### config.mk
export PLATFORM = sky130hd
export DESIGN_NAME = iso_week_number
export DESIGN_NICKNAME = d
export VERILOG_FILES = /design/src/hw/rtl/iwn_pkg.sv /design/src/hw/rtl/iwn_year_term.sv /design/src/hw/rtl/iwn_weekday.sv /design/src/hw/rtl/iwn_week_calc.sv /design/src/hw/rtl/iso_week_number.sv
export SDC_FILE = /design/constraint.sdc
export NUM_CORES = 1
export LEC_CHECK = 0
export ABC_AREA = 1
export BUFFER_PORTS_ARGS = -buffer_cell sky130_fd_sc_hd__buf_2
export CAP_MARGIN = 20
export CELL_PAD_IN_SITES_DETAIL_PLACEMENT = 2
export CELL_PAD_IN_SITES_GLOBAL_PLACEMENT = 2
export CORE_MARGIN = 2
export CORE_UTILIZATION = 37
export CTS_CLUSTER_SIZE = 12
export DETAILED_ROUTE_END_ITERATION = 16
export GPL_TIMING_DRIVEN = 0
export MAX_ROUTING_LAYER = met4
export PLACE_DENSITY = 0.81
export SYNTH_ARGS = -nofsm -noshare
export SYNTH_HDL_FRONTEND = slang
export SYNTH_SLANG_ARGS = --single-unit
### constraint.sdc
create_clock -name clk -period 5.6 [get_ports clk]
set_clock_uncertainty 0.1 [all_clocks]
set_input_delay 1.12 -clock clk [delete_from_list [all_inputs] [get_ports clk]]
set_output_delay 1.12 -clock clk [all_outputs]
set_load 0.01 [all_outputs]
### src/hw/rtl/iwn_pkg.sv
// shared types, constants and helper functions for the iso week number pipeline
package iwn_pkg;

    // reciprocal of 25 scaled by 2^16, exact for dividends below 4096
    localparam logic [11:0] RECIP25       = 12'd2622;
    localparam int          RECIP25_SHIFT = 16;

    // month codes used in the boundary tests
    localparam logic [3:0] MON_JAN = 4'd1;
    localparam logic [3:0] MON_MAR = 4'd3;
    localparam logic [3:0] MON_DEC = 4'd12;

    // weekday codes, monday is zero
    localparam logic [2:0] WD_THU = 3'd3;
    localparam logic [2:0] WD_SUN = 3'd6;

    localparam logic [4:0] DAY_LAST_DEC = 5'd31;
    localparam logic [5:0] WEEK_LEN     = 6'd7;

    // per-date values handed from the weekday stage to the week stage
    typedef struct packed {
        logic [3:0] month;
        logic [4:0] day;
        logic [2:0] wd_date;
        logic [2:0] wd_jan1;
        logic [2:0] wd_jan1_prev;
        logic [2:0] wd_jan1_next;
    } iwn_info_t;

    // residue mod 7 by folding octal digits (8 is 1 mod 7)
    function automatic logic [2:0] mod7(input logic [14:0] x);
        logic [5:0] s1;
        logic [3:0] s2;
        logic [2:0] s3;
        begin
            s1 = {3'b0, x[14:12]} + {3'b0, x[11:9]} + {3'b0, x[8:6]}
               + {3'b0, x[5:3]} + {3'b0, x[2:0]};
            s2 = {1'b0, s1[5:3]} + {1'b0, s1[2:0]};
            s3 = 3'(s2[2:0] + {2'b0, s2[3]});
            mod7 = (s3 == 3'd7) ? 3'd0 : s3;
        end
    endfunction

    // month part of the weekday sum, mod 7, with jan/feb (and month 0) as months 13/14/12
    function automatic logic [2:0] month_term(input logic [3:0] m);
        begin
            case (m)
                4'd0:    month_term = 3'd3;
                4'd1:    month_term = 3'd6;
                4'd2:    month_term = 3'd2;
                4'd3:    month_term = 3'd1;
                4'd4:    month_term = 3'd4;
                4'd5:    month_term = 3'd6;
                4'd6:    month_term = 3'd2;
                4'd7:    month_term = 3'd4;
                4'd8:    month_term = 3'd0;
                4'd9:    month_term = 3'd3;
                4'd10:   month_term = 3'd5;
                4'd11:   month_term = 3'd1;
                4'd12:   month_term = 3'd3;
                4'd13:   month_term = 3'd6;
                4'd14:   month_term = 3'd2;
                default: month_term = 3'd4;
            endcase
        end
    endfunction

endpackage

### src/hw/rtl/iwn_year_term.sv
// three-stage lane: (y + y/4 - y/100 + y/400) mod 7 for one year value
module iwn_year_term (
    input  logic        clk,
    input  logic [14:0] year,
    output logic [2:0]  term
);

    logic [23:0] prod;
    logic [13:0] ya_reg;
    logic [11:0] q4a_reg;
    logic [7:0]  c100a_reg;
    logic        nega_reg;
    logic [2:0]  nresa_reg;
    logic [14:0] sumb_reg;
    logic [14:0] sumb_next;
    logic        negb_reg;
    logic [2:0]  nresb_reg;
    logic [2:0]  term_reg;

    // y/100 as (y/4)/25 through the scaled reciprocal
    assign prod = 24'(year[13:2]) * 24'(iwn_pkg::RECIP25);

    // stage a: quarter and century counts
    // years just below zero: every quotient truncates to zero, so the term is the year itself
    always_ff @(posedge clk)
    begin
        ya_reg    <= year[13:0];
        q4a_reg   <= year[13:2];
        c100a_reg <= prod[iwn_pkg::RECIP25_SHIFT +: 8];
        nega_reg  <= year[14];
        nresa_reg <= year[2:0] - 3'd1;
    end

    // stage b: leap-day corrected year sum
    assign sumb_next = {1'b0, ya_reg} + {3'b0, q4a_reg} - {7'b0, c100a_reg}
                     + {9'b0, c100a_reg[7:2]};

    always_ff @(posedge clk)
    begin
        sumb_reg  <= sumb_next;
        negb_reg  <= nega_reg;
        nresb_reg <= nresa_reg;
    end

    // stage c: reduce mod 7
    always_ff @(posedge clk)
    begin
        term_reg <= negb_reg ? nresb_reg : iwn_pkg::mod7(sumb_reg);
    end

    assign term = term_reg;

endmodule

### src/hw/rtl/iwn_weekday.sv
// weekday stage: weekday of the date and of the neighboring 1 january dates
module iwn_weekday (
    input  logic                clk,
    input  logic                rst_n,
    input  logic                in_valid,
    input  logic [3:0]          month,
    input  logic [4:0]          day,
    input  logic [2:0]          term_cur,
    input  logic [2:0]          term_prev,
    input  logic [2:0]          term_prev2,
    output logic                out_valid,
    output iwn_pkg::iwn_info_t  info
);

    logic [2:0]          fsel;
    logic [5:0]          wsum;
    logic                valid_reg;
    iwn_pkg::iwn_info_t  info_reg;
    iwn_pkg::iwn_info_t  info_next;

    // jan/feb count in the year before
    assign fsel = (month < iwn_pkg::MON_MAR) ? term_prev : term_cur;
    assign wsum = {1'b0, day} + {3'b0, iwn_pkg::month_term(month)} + {3'b0, fsel};

    // 1 january of year y uses the year term of y-1 (day 1 plus month term 6 is 0 mod 7)
    always_comb
    begin
        info_next.month        = month;
        info_next.day          = day;
        info_next.wd_date      = iwn_pkg::mod7(15'(wsum));
        info_next.wd_jan1      = term_prev;
        info_next.wd_jan1_prev = term_prev2;
        info_next.wd_jan1_next = term_cur;
    end

    // valid bit
    always_ff @(posedge clk or negedge rst_n)
    begin
        if (!rst_n)
        begin
            valid_reg <= 1'b0;
        end
        else
        begin
            valid_reg <= in_valid;
        end
    end

    // payload
    always_ff @(posedge clk)
    begin
        info_reg <= info_next;
    end

    assign out_valid = valid_reg;
    assign info      = info_reg;

endmodule

### src/hw/rtl/iwn_week_calc.sv
// week stage: boundary cases and the week number approximation
module iwn_week_calc (
    input  logic                clk,
    input  logic                rst_n,
    input  logic                in_valid,
    input  iwn_pkg::iwn_info_t  info,
    output logic                done,
    output logic [5:0]          week_number
);

    logic       prev_year;
    logic       next_year;
    logic [3:0] em;
    logic [4:0] ed;
    logic [2:0] ew1;
    logic [2:0] ew;
    logic [8:0] t;
    logic [11:0] t36;
    logic [3:0] q;
    logic       early_week;
    logic [5:0] week_next;
    logic       done_reg;
    logic [5:0] week_reg;

    // early january in the last week of the previous year
    assign prev_year = (info.month == iwn_pkg::MON_JAN)
                     && (info.wd_jan1 > iwn_pkg::WD_THU)
                     && (({3'b0, info.wd_jan1} + {1'b0, info.day}) <= iwn_pkg::WEEK_LEN);

    // late december already in week 1 of the next year
    assign next_year = (info.month == iwn_pkg::MON_DEC)
                     && ((iwn_pkg::DAY_LAST_DEC - info.day) < {2'b0, info.wd_jan1_next})
                     && (info.wd_jan1_next <= iwn_pkg::WD_THU);

    // date actually evaluated: 31 december of the previous year when shifted
    assign em  = prev_year ? iwn_pkg::MON_DEC : info.month;
    assign ed  = prev_year ? iwn_pkg::DAY_LAST_DEC : info.day;
    assign ew1 = prev_year ? info.wd_jan1_prev : info.wd_jan1;
    assign ew  = prev_year ? (info.wd_jan1 - 3'd1) : info.wd_date;

    // day offset term, may dip just below zero for malformed dates
    assign t = {4'b0, em, 1'b0} + {4'b0, ed} + {6'b0, ew1} - {6'b0, ew} + 9'd3;

    // times 36, over 256, truncating toward zero
    assign t36 = {t[6:0], 5'b0} + {3'b0, t[6:0], 2'b0};
    assign q   = t[8] ? 4'd0 : t36[11:8];

    assign early_week = (ew1 <= iwn_pkg::WD_THU);
    assign week_next  = next_year ? 6'd1
                      : ({5'b0, early_week} + {em, 2'b0} - 6'd4 + {2'b0, q});

    // result strobe
    always_ff @(posedge clk or negedge rst_n)
    begin
        if (!rst_n)
        begin
            done_reg <= 1'b0;
        end
        else
        begin
            done_reg <= in_valid;
        end
    end

    // result payload
    always_ff @(posedge clk)
    begin
        week_reg <= week_next;
    end

    assign done        = done_reg;
    assign week_number = week_reg;

endmodule

### src/hw/rtl/iso_week_number.sv
// top level of the iso 8601 week number pipeline
// One date enters per clock: start is taken whenever busy is low, and busy never rises.
// The week number appears on week_number with done high once the request has passed
// the six register stages (input register, three year-term stages doing the
// divide-by-25 multiply and the mod 7 fold, the weekday stage and the output register).
// Results are shown for one cycle only and are not held.
module iso_week_number (
    input  logic        clk,
    input  logic        rst_n,
    input  logic        start,
    output logic        busy,
    input  logic [13:0] year,
    input  logic [3:0]  month,
    input  logic [4:0]  day,
    output logic        done,
    output logic [5:0]  week_number
);

    localparam int LANE_DEPTH = 3;

    logic                v0_reg;
    logic [13:0]         yr_reg;
    logic [3:0]          mon_reg;
    logic [4:0]          dd_reg;
    logic [LANE_DEPTH-1:0] vpipe_reg;
    logic [3:0]          mpipe_reg [LANE_DEPTH];
    logic [4:0]          dpipe_reg [LANE_DEPTH];
    logic [2:0]          term_cur;
    logic [2:0]          term_prev;
    logic [2:0]          term_prev2;
    logic                wd_valid;
    iwn_pkg::iwn_info_t  wd_info;

    assign busy = 1'b0;

    // input stage valid and side pipe valid bits
    always_ff @(posedge clk or negedge rst_n)
    begin
        if (!rst_n)
        begin
            v0_reg    <= 1'b0;
            vpipe_reg <= '0;
        end
        else
        begin
            v0_reg    <= start && !busy;
            vpipe_reg <= {vpipe_reg[LANE_DEPTH-2:0], v0_reg};
        end
    end

    // request payload and month/day delay alongside the year lanes
    always_ff @(posedge clk)
    begin
        yr_reg       <= year;
        mon_reg      <= month;
        dd_reg       <= day;
        mpipe_reg[0] <= mon_reg;
        dpipe_reg[0] <= dd_reg;
        for (int i = 1; i < LANE_DEPTH; i++)
        begin
            mpipe_reg[i] <= mpipe_reg[i-1];
            dpipe_reg[i] <= dpipe_reg[i-1];
        end
    end

    // year terms for y, y-1 and y-2
    iwn_year_term u_term_cur (
        .clk  (clk),
        .year ({1'b0, yr_reg}),
        .term (term_cur)
    );

    iwn_year_term u_term_prev (
        .clk  (clk),
        .year ({1'b0, yr_reg} - 15'd1),
        .term (term_prev)
    );

    iwn_year_term u_term_prev2 (
        .clk  (clk),
        .year ({1'b0, yr_reg} - 15'd2),
        .term (term_prev2)
    );

    // weekday stage
    iwn_weekday u_weekday (
        .clk        (clk),
        .rst_n      (rst_n),
        .in_valid   (vpipe_reg[LANE_DEPTH-1]),
        .month      (mpipe_reg[LANE_DEPTH-1]),
        .day        (dpipe_reg[LANE_DEPTH-1]),
        .term_cur   (term_cur),
        .term_prev  (term_prev),
        .term_prev2 (term_prev2),
        .out_valid  (wd_valid),
        .info       (wd_info)
    );

    // week stage and output register
    iwn_week_calc u_week_calc (
        .clk         (clk),
        .rst_n       (rst_n),
        .in_valid    (wd_valid),
        .info        (wd_info),
        .done        (done),
        .week_number (week_number)
    );

endmodule

; Yosys cells after proc, flatten, opt, wreduce, memory -nomap -nowiden
; Memory sizes are Yosys's and may differ from the RTL's.
; Index checks and enable logic that the tools add are counted.
[word_totals]
out_inout_bits = 8
input_bits = 26
word_cells = 116
ram_bits = 27
n_memories = 3
regBits = 228
romBits = 48
[classes]
eq_ne = 6
mul = 3
n_lt_le_gt_ge = 6
n_mux = 10
addsub = 47
reduce_logical = 4
[mem_list]
columns = name, depth, width, rd, rd_ports_with_merged_regs, wr, line_no
row1 = (name not given), 16, 3, 1, 0, 0, iwn_pkg.sv:47  ; case (m)
row2 = dpipe_reg, 3, 5, 3, 0, 3, iso_week_number.sv:27  ; logic [4:0] dpipe_reg [LANE_DEPTH];
row3 = mpipe_reg, 3, 4, 3, 0, 3, iso_week_number.sv:26  ; logic [3:0] mpipe_reg [LANE_DEPTH];
[ops]
columns = op, n
row1 = $mul 12x11->23 const B, 3
row2 = $add 6x3->6, 10
row3 = $add 14x12->15, 3
row4 = $add 15x6->15, 3
row5 = $sub 15x8->15, 3
row6 = $add 3x3->4, 8
row7 = $mux 3, 7
row8 = $sub 14x1->15 const B, 1
row9 = $sub 14x2->15 const B, 1
row10 = $add 12x9->12, 1
row11 = $add 3x1->3, 4
row12 = $eq 3x3->1 const B, 4
row13 = $add 9x2->9 const B, 1
row14 = $add 9x3->9, 1
row15 = $sub 3x1->3 const B, 3
row16 = $sub 9x3->9, 1
row17 = $mux 4, 2
row18 = $add 1x6->6, 1
row19 = $add 3x5->6, 1
row20 = $add 5x3->6, 1
row21 = $add 5x5->6, 1
row22 = $add 6x4->6, 1
row23 = $le 3x2->1 const B, 2
row24 = $le 6x3->1 const B, 1
row25 = 9 further kinds, 12

; Logic depth before layout (Yosys ltp)
[depth]
ltp_word = 11
mapped_depth = 36
ltp_nobuf = 35

; Modules after synthesis
; Synthesis repeated with hierarchy kept, for this count alone.
[hier_totals]
cells_unflattened = 2536
area_unflattened_um2 = 21556.9
[modules_own_cells]
columns = module, cells_per_inst, seq_area_each_um2, n_inst, area_each_um2
row1 = iwn_year_term (u_term_prev), 716, 960.9, 1, 5863.1
row2 = iwn_year_term (u_term_prev2), 677, 960.9, 1, 5749.3
row3 = iwn_year_term (u_term_cur), 659, 960.9, 1, 5734.2
row4 = iso_week_number, 162, 1101.1, 1, 1684.1
row5 = iwn_week_calc, 210, 145.1, 1, 1472.7
row6 = iwn_weekday, 112, 445.4, 1, 1053.5

; Worst setup path after synthesis
; No wires, ideal clock.
[synth_path]
path_kind = flip-flop to flip-flop
startpoint = register u_weekday.info_reg (netlist bit u_weekday.info[6])
endpoint = register u_week_calc.week_reg[4] (netlist: u_week_calc.week_number[4])
stages_incl_launch_ff = 36
n_path_buf = 1
path_slack_ns = -0.579
arrival_time_ns = 5.969
required_time_ns = 5.391
synth_period_minus_slack_ns = 6.179
setup_time_ns = 0.109
cell_sequence = dfxtp_1 ha_1 inv_1 fa_1 nand3_1 nand2_1 nand4_4 buf_6 nand2_1 ha_1 fa_1 inv_1 ha_1 fa_1 inv_1 ha_1 fa_1 nand3_1 nand2_1 or2_2 nand2_1 inv_1 ha_1 a21oi_1 a21boi_2 nand2_1 nand2_1 nand2_1 nand2_1 ha_1 inv_1 ha_1 a31o_2 xor2_1 nand2_1 inv_1
[synth_between]
elab_chain_cells = 11
elab_cells_between_ends = 20
classes_between = add/sub: 10 / order compare: 3 / mux: 5 / reduce/logical: 2
[synth_rtl]
columns = item, line_no
row1 = "start, declared", iwn_weekday.sv:18  ; iwn_pkg::iwn_info_t info_reg;
row2 = "start signal, assigned", iwn_weekday.sv:52  ; info_reg <= info_next;
row3 = $add 3x5->6 / $gt 3x2->1 (equally long branches), "iwn_week_calc.sv:28, iwn_week_calc.sv:27"
row4 = $le 6x3->1 / $logic_and 1x1->1 (equally long branches), "iwn_week_calc.sv:28, iwn_week_calc.sv:27"
row5 = $logic_and 1x1->1, iwn_week_calc.sv:28  ; && (({3'b0, info.wd_jan1} + {1'b0, info.day}) <= iwn_pkg::WEEK_LEN);
row6 = $mux 5 / $mux 4 (equally long branches), "iwn_week_calc.sv:37, iwn_week_calc.sv:36"
row7 = $add 5x5->6, iwn_week_calc.sv:42  ; assign t = {4'b0, em, 1'b0} + {4'b0, ed} + {6'b0, ew1} - {6'b0, ew} + 9'd3;
row8 = $add 9x3->9, iwn_week_calc.sv:42
row9 = $sub 9x3->9, iwn_week_calc.sv:42
row10 = $add 9x2->9, iwn_week_calc.sv:42
row11 = $add 12x9->12, iwn_week_calc.sv:45  ; assign t36 = {t[6:0], 5'b0} + {3'b0, t[6:0], 2'b0};
row12 = $mux 4, iwn_week_calc.sv:46  ; assign q = t[8] ? 4'd0 : t36[11:8];
row13 = $add 6x4->6 *, iwn_week_calc.sv:50  ; : ({5'b0, early_week} + {em, 2'b0} - 6'd4 + {2'b0, q});
row14 = "end signal, assigned", iwn_week_calc.sv:68  ; week_reg <= week_next;
row15 = "end, declared", iwn_week_calc.sv:23  ; logic [5:0] week_reg;
; Every way passes the cells marked *; elsewhere a longest branch is shown, timed or not.
; A chain may end at the register's enable or synchronous reset.

; Final worst setup path
[layout_path]
startpoint = register yr_reg[3]
endpoint = register u_term_prev.c100a_reg[3]
[layout_between]
elab_chain_cells = 2
[layout_rtl]
columns = item, line_no
row1 = "start, declared", iso_week_number.sv:22  ; logic [13:0] yr_reg;
row2 = "start signal, assigned", iso_week_number.sv:54  ; yr_reg <= year;
row3 = $sub 14x1->15, iso_week_number.sv:75  ; .year ({1'b0, yr_reg} - 15'd1),
row4 = named net u_term_prev.year[8], iwn_year_term.sv:4  ; input logic [14:0] year,
row5 = $mul 12x11->23, iwn_year_term.sv:21  ; assign prod = 24'(year[13:2]) * 24'(iwn_pkg::RECIP25);
row6 = named net u_term_prev.prod[19], iwn_year_term.sv:8  ; logic [23:0] prod;
row7 = "end signal, assigned", iwn_year_term.sv:29  ; c100a_reg <= prod[iwn_pkg::RECIP25_SHIFT +: 8];
row8 = "end, declared", iwn_year_term.sv:11  ; logic [7:0] c100a_reg;
; The timed path passes the listed nets, and every way through them passes these cells.

==> impl_metrics.env <==
export IMPL_slowest_delay_ns=0.64
export IMPL_die_y_um=240.9
export IMPL_r2r_slack_ns=-0.64
export IMPL_min_period_ns=6.235
export IMPL_setup_worst_path_end_class="flop"
export IMPL_coreArea_um2=55310
export IMPL_drc=0
export IMPL_port_buffers=32
export IMPL_cts_made_buffers=25
export IMPL_multi_input_area_um2=15650
export IMPL_die_area_um2=58030
export IMPL_die_w_um=240.9
export IMPL_cp_common_cell="buf_6"
export IMPL_clkSinkCount=215
export IMPL_worst_slack_ns=-0.6353
export IMPL_use_met2=0.5186
export IMPL_cap_violations=0
export IMPL_grt_max_degree=14
export IMPL_synth_seq_area_share=0.2088
export IMPL_regArea_um2=4397
export IMPL_cts_root_buf="clkbuf_16"
export IMPL_drtAntennaViolNets=0
export IMPL_layout_commonest_cell="inv_1"
export IMPL_drv_slew=0
export IMPL_whs_endpoint="dpipe_reg[0][0]"
export IMPL_syn2layout_area_growth_pct=22.45
export IMPL_drt_iter0_markers=908
export IMPL_start_util=0.3754
export IMPL_clk_pin_slew_worst_paths_ns=0.06
export IMPL_nets=3230
export IMPL_rsz0062_at_grt="true"
export IMPL_grt_pass1_vias=20240
export IMPL_gp_congestion=0.8244
export IMPL_outcome="finished with violations"
export IMPL_hold_viol=0
export IMPL_ys_types=46
export IMPL_tritoncts="done"
export IMPL_tightest_slew_ns=1.102
export IMPL_hold_buffers=0
export IMPL_slew_headroom=0.2646
export IMPL_min_from="dd_reg[0]"
export IMPL_whs_path_depth=0
export IMPL_avgViaCountPerCell=5.445
export IMPL_final_cell_mix="inv_1 (533), ha_1 (387), nand2_1 (284)"
export IMPL_totalWireLength_um=97250
export IMPL_worst_ep_arrival_time_ns=6.60
export IMPL_cts_buffer_depth=3
export IMPL_path_buf_inv=9
export IMPL_cpMaxStageDelayCell="fa_2"
export IMPL_yosysWarnings=0
export IMPL_r2r_start="yr_reg[3]"
export IMPL_drive_gt1_frac=0.2039
export IMPL_grt_busiest_layer="met2"
export IMPL_max_freq_ghz=0.1604
export IMPL_syn_num_nets=3041
export IMPL_violations="setup timing"
export IMPL_cp_max_fo=4
export IMPL_rows=86
export IMPL_syn_area_um2=20760
export IMPL_start_kind="flop"
export IMPL_reg2reg_to="u_term_prev.c100a_reg[3]"
export IMPL_synth_top_area_share=0.2597
export IMPL_yosysTopAreaCell="ha_1"
export IMPL_grt_first_pass_wirelength_um=118500
export IMPL_wl_per_cell_um=29.13
export IMPL_synthCells=2379
export IMPL_finish_utilization=0.4597
export IMPL_fin_crit_sh=1.113
export IMPL_placedInstanceArea_um2=21980
export IMPL_gr_usage_met1=0.2765
export IMPL_finalSetupViolCount=21
export IMPL_hpwl_um=51190
export IMPL_clock_latency_ns=0.59
export IMPL_largest_reg_flops=21
export IMPL_met3_usage=0.03203
export IMPL_dr_pass1_iters=5
export IMPL_grt_ovfl_total=0
export IMPL_io_pins=34
export IMPL_cp_required_ns=5.96
export IMPL_synth_seq_cells=215
export IMPL_r2r_cells=26
export IMPL_vias=18180
export IMPL_htreeDepth=1
export IMPL_synthTopCellsByArea="ha_1 (26%), dfxtp_1 (20%), fa_1 (20%)"
export IMPL_postSynthAreaPerCell_um2=8.727
export IMPL_n_fill_cell=5968
export IMPL_hold_class="reg -> reg"
export IMPL_antenna_found_initial=6
export IMPL_worst_setup_path_type="reg -> reg"
export IMPL_final_area_um2=25420
export IMPL_cp_top_family="adder cells"
export IMPL_grt_total_usage=0.2775
cells in the mapped netlist, drive strengths merged:
| master | count |
|---|---|
| o32ai | 1 |
| nand3b | 3 |
| dfrtp | 6 |
| a22o | 3 |
| o21ai | 44 |
| dfxtp | 209 |
| ha | 431 |
| fa | 205 |
| o31ai | 1 |
| a31o | 1 |
| buf | 2 |
| a21oi | 114 |
| clkbuf | 1 |
| nor3 | 8 |
| conb | 1 |
| mux2 | 3 |
| o221ai | 1 |
| nand4 | 25 |
| o21bai | 7 |
| nand3 | 107 |
| a21o | 14 |
| and2 | 1 |
| nand2 | 350 |
| xnor2 | 26 |
| nor3b | 1 |
| or2 | 5 |
| nor2 | 128 |
| nand2b | 1 |
| a21boi | 6 |
| a31oi | 5 |
| o21a | 5 |
| inv | 599 |
| nor4 | 2 |
| xor2 | 63 |
metal layers:
metal / up-vias / share of wire
li1: 7753 / -
met1: 9179 / 0.34
met2: 772 / 0.52
met3: 473 / 0.050
met4: 0 / 0.097
met5: - / 0
metrics by stage:
stage	hold WS, ns	instances	setup slack (ns)	TNS (ns)
floorplan	0.2096	2379	-0.05014	-0.08906
global placement	0.2154	3159	-1.090	-15.34
detailed placement	0.2147	3159	-1.672	-23.34
CTS	0.2082	3255	-0.3018	-0.7305
global route	0.2353	3338	-0.7734	-9.775
finish	0.2256	3338	-0.6353	-8.305
cells by family (layout without fill, tap and decap cells):
| family | Yosys count | after routing | share of synthesized area |
|---|---|---|---|
| adders and majority gates | 636 | 636 | 0.4574 |
| and+or+nand+nor | 631 | 631 | 0.1282 |
| buffers and inverters | 602 | 808 | 0.1094 |
| DFF | 215 | 215 | 0.2087 |
| AOI/OAI and AO/OA | 202 | 202 | 0.05617 |
| xor gates and xnor gates | 89 | 89 | 0.03827 |
| muxes | 3 | 3 | 0.001627 |
| other | 1 | 6 | 0.0001806 |
area by class of cell:
type | count | share of cell area
multi-input combinational | 1562 | 0.6156
sequential | 215 | 0.1729
inverter | 599 | 0.09237
timing repair buffer | 162 | 0.04764
tap | 748 | 0.03681
clock buffer | 35 | 0.02844
clock inverter | 9 | 0.004724
buffer | 3 | 0.001033
antenna | 5 | 0.0004921
worst max path at each step:
stage | startpoint | endpoint | slack, ns | cells after the start
after floorplan | u_weekday.info[6] | u_week_calc.week_number[4] | -0.05 | 34
after global placement | yr_reg[3] | u_term_prev2.c100a_reg[7] | -1.09 | 24
after detailed placement | yr_reg[3] | u_term_prev2.c100a_reg[7] | -1.67 | 23
after CTS | u_weekday.info[13] | u_week_calc.week_number[4] | -0.30 | 34
after global routing | u_weekday.info[7] | u_week_calc.week_number[5] | -0.77 | 29
final | yr_reg[3] | u_term_prev.c100a_reg[3] | -0.64 | 26
repair_timing:
item                                    4_1_cts  5_1_grt
gates resized for setup                     128      272
pin swaps                                    30      125
setup buffers                                52       78
endpoints found under the hold margin         0        0
endpoints found under the setup margin       20       22
Power is not shown: default switching activity piles up to over one toggle a cycle in this logic, so the estimate is an artifact.
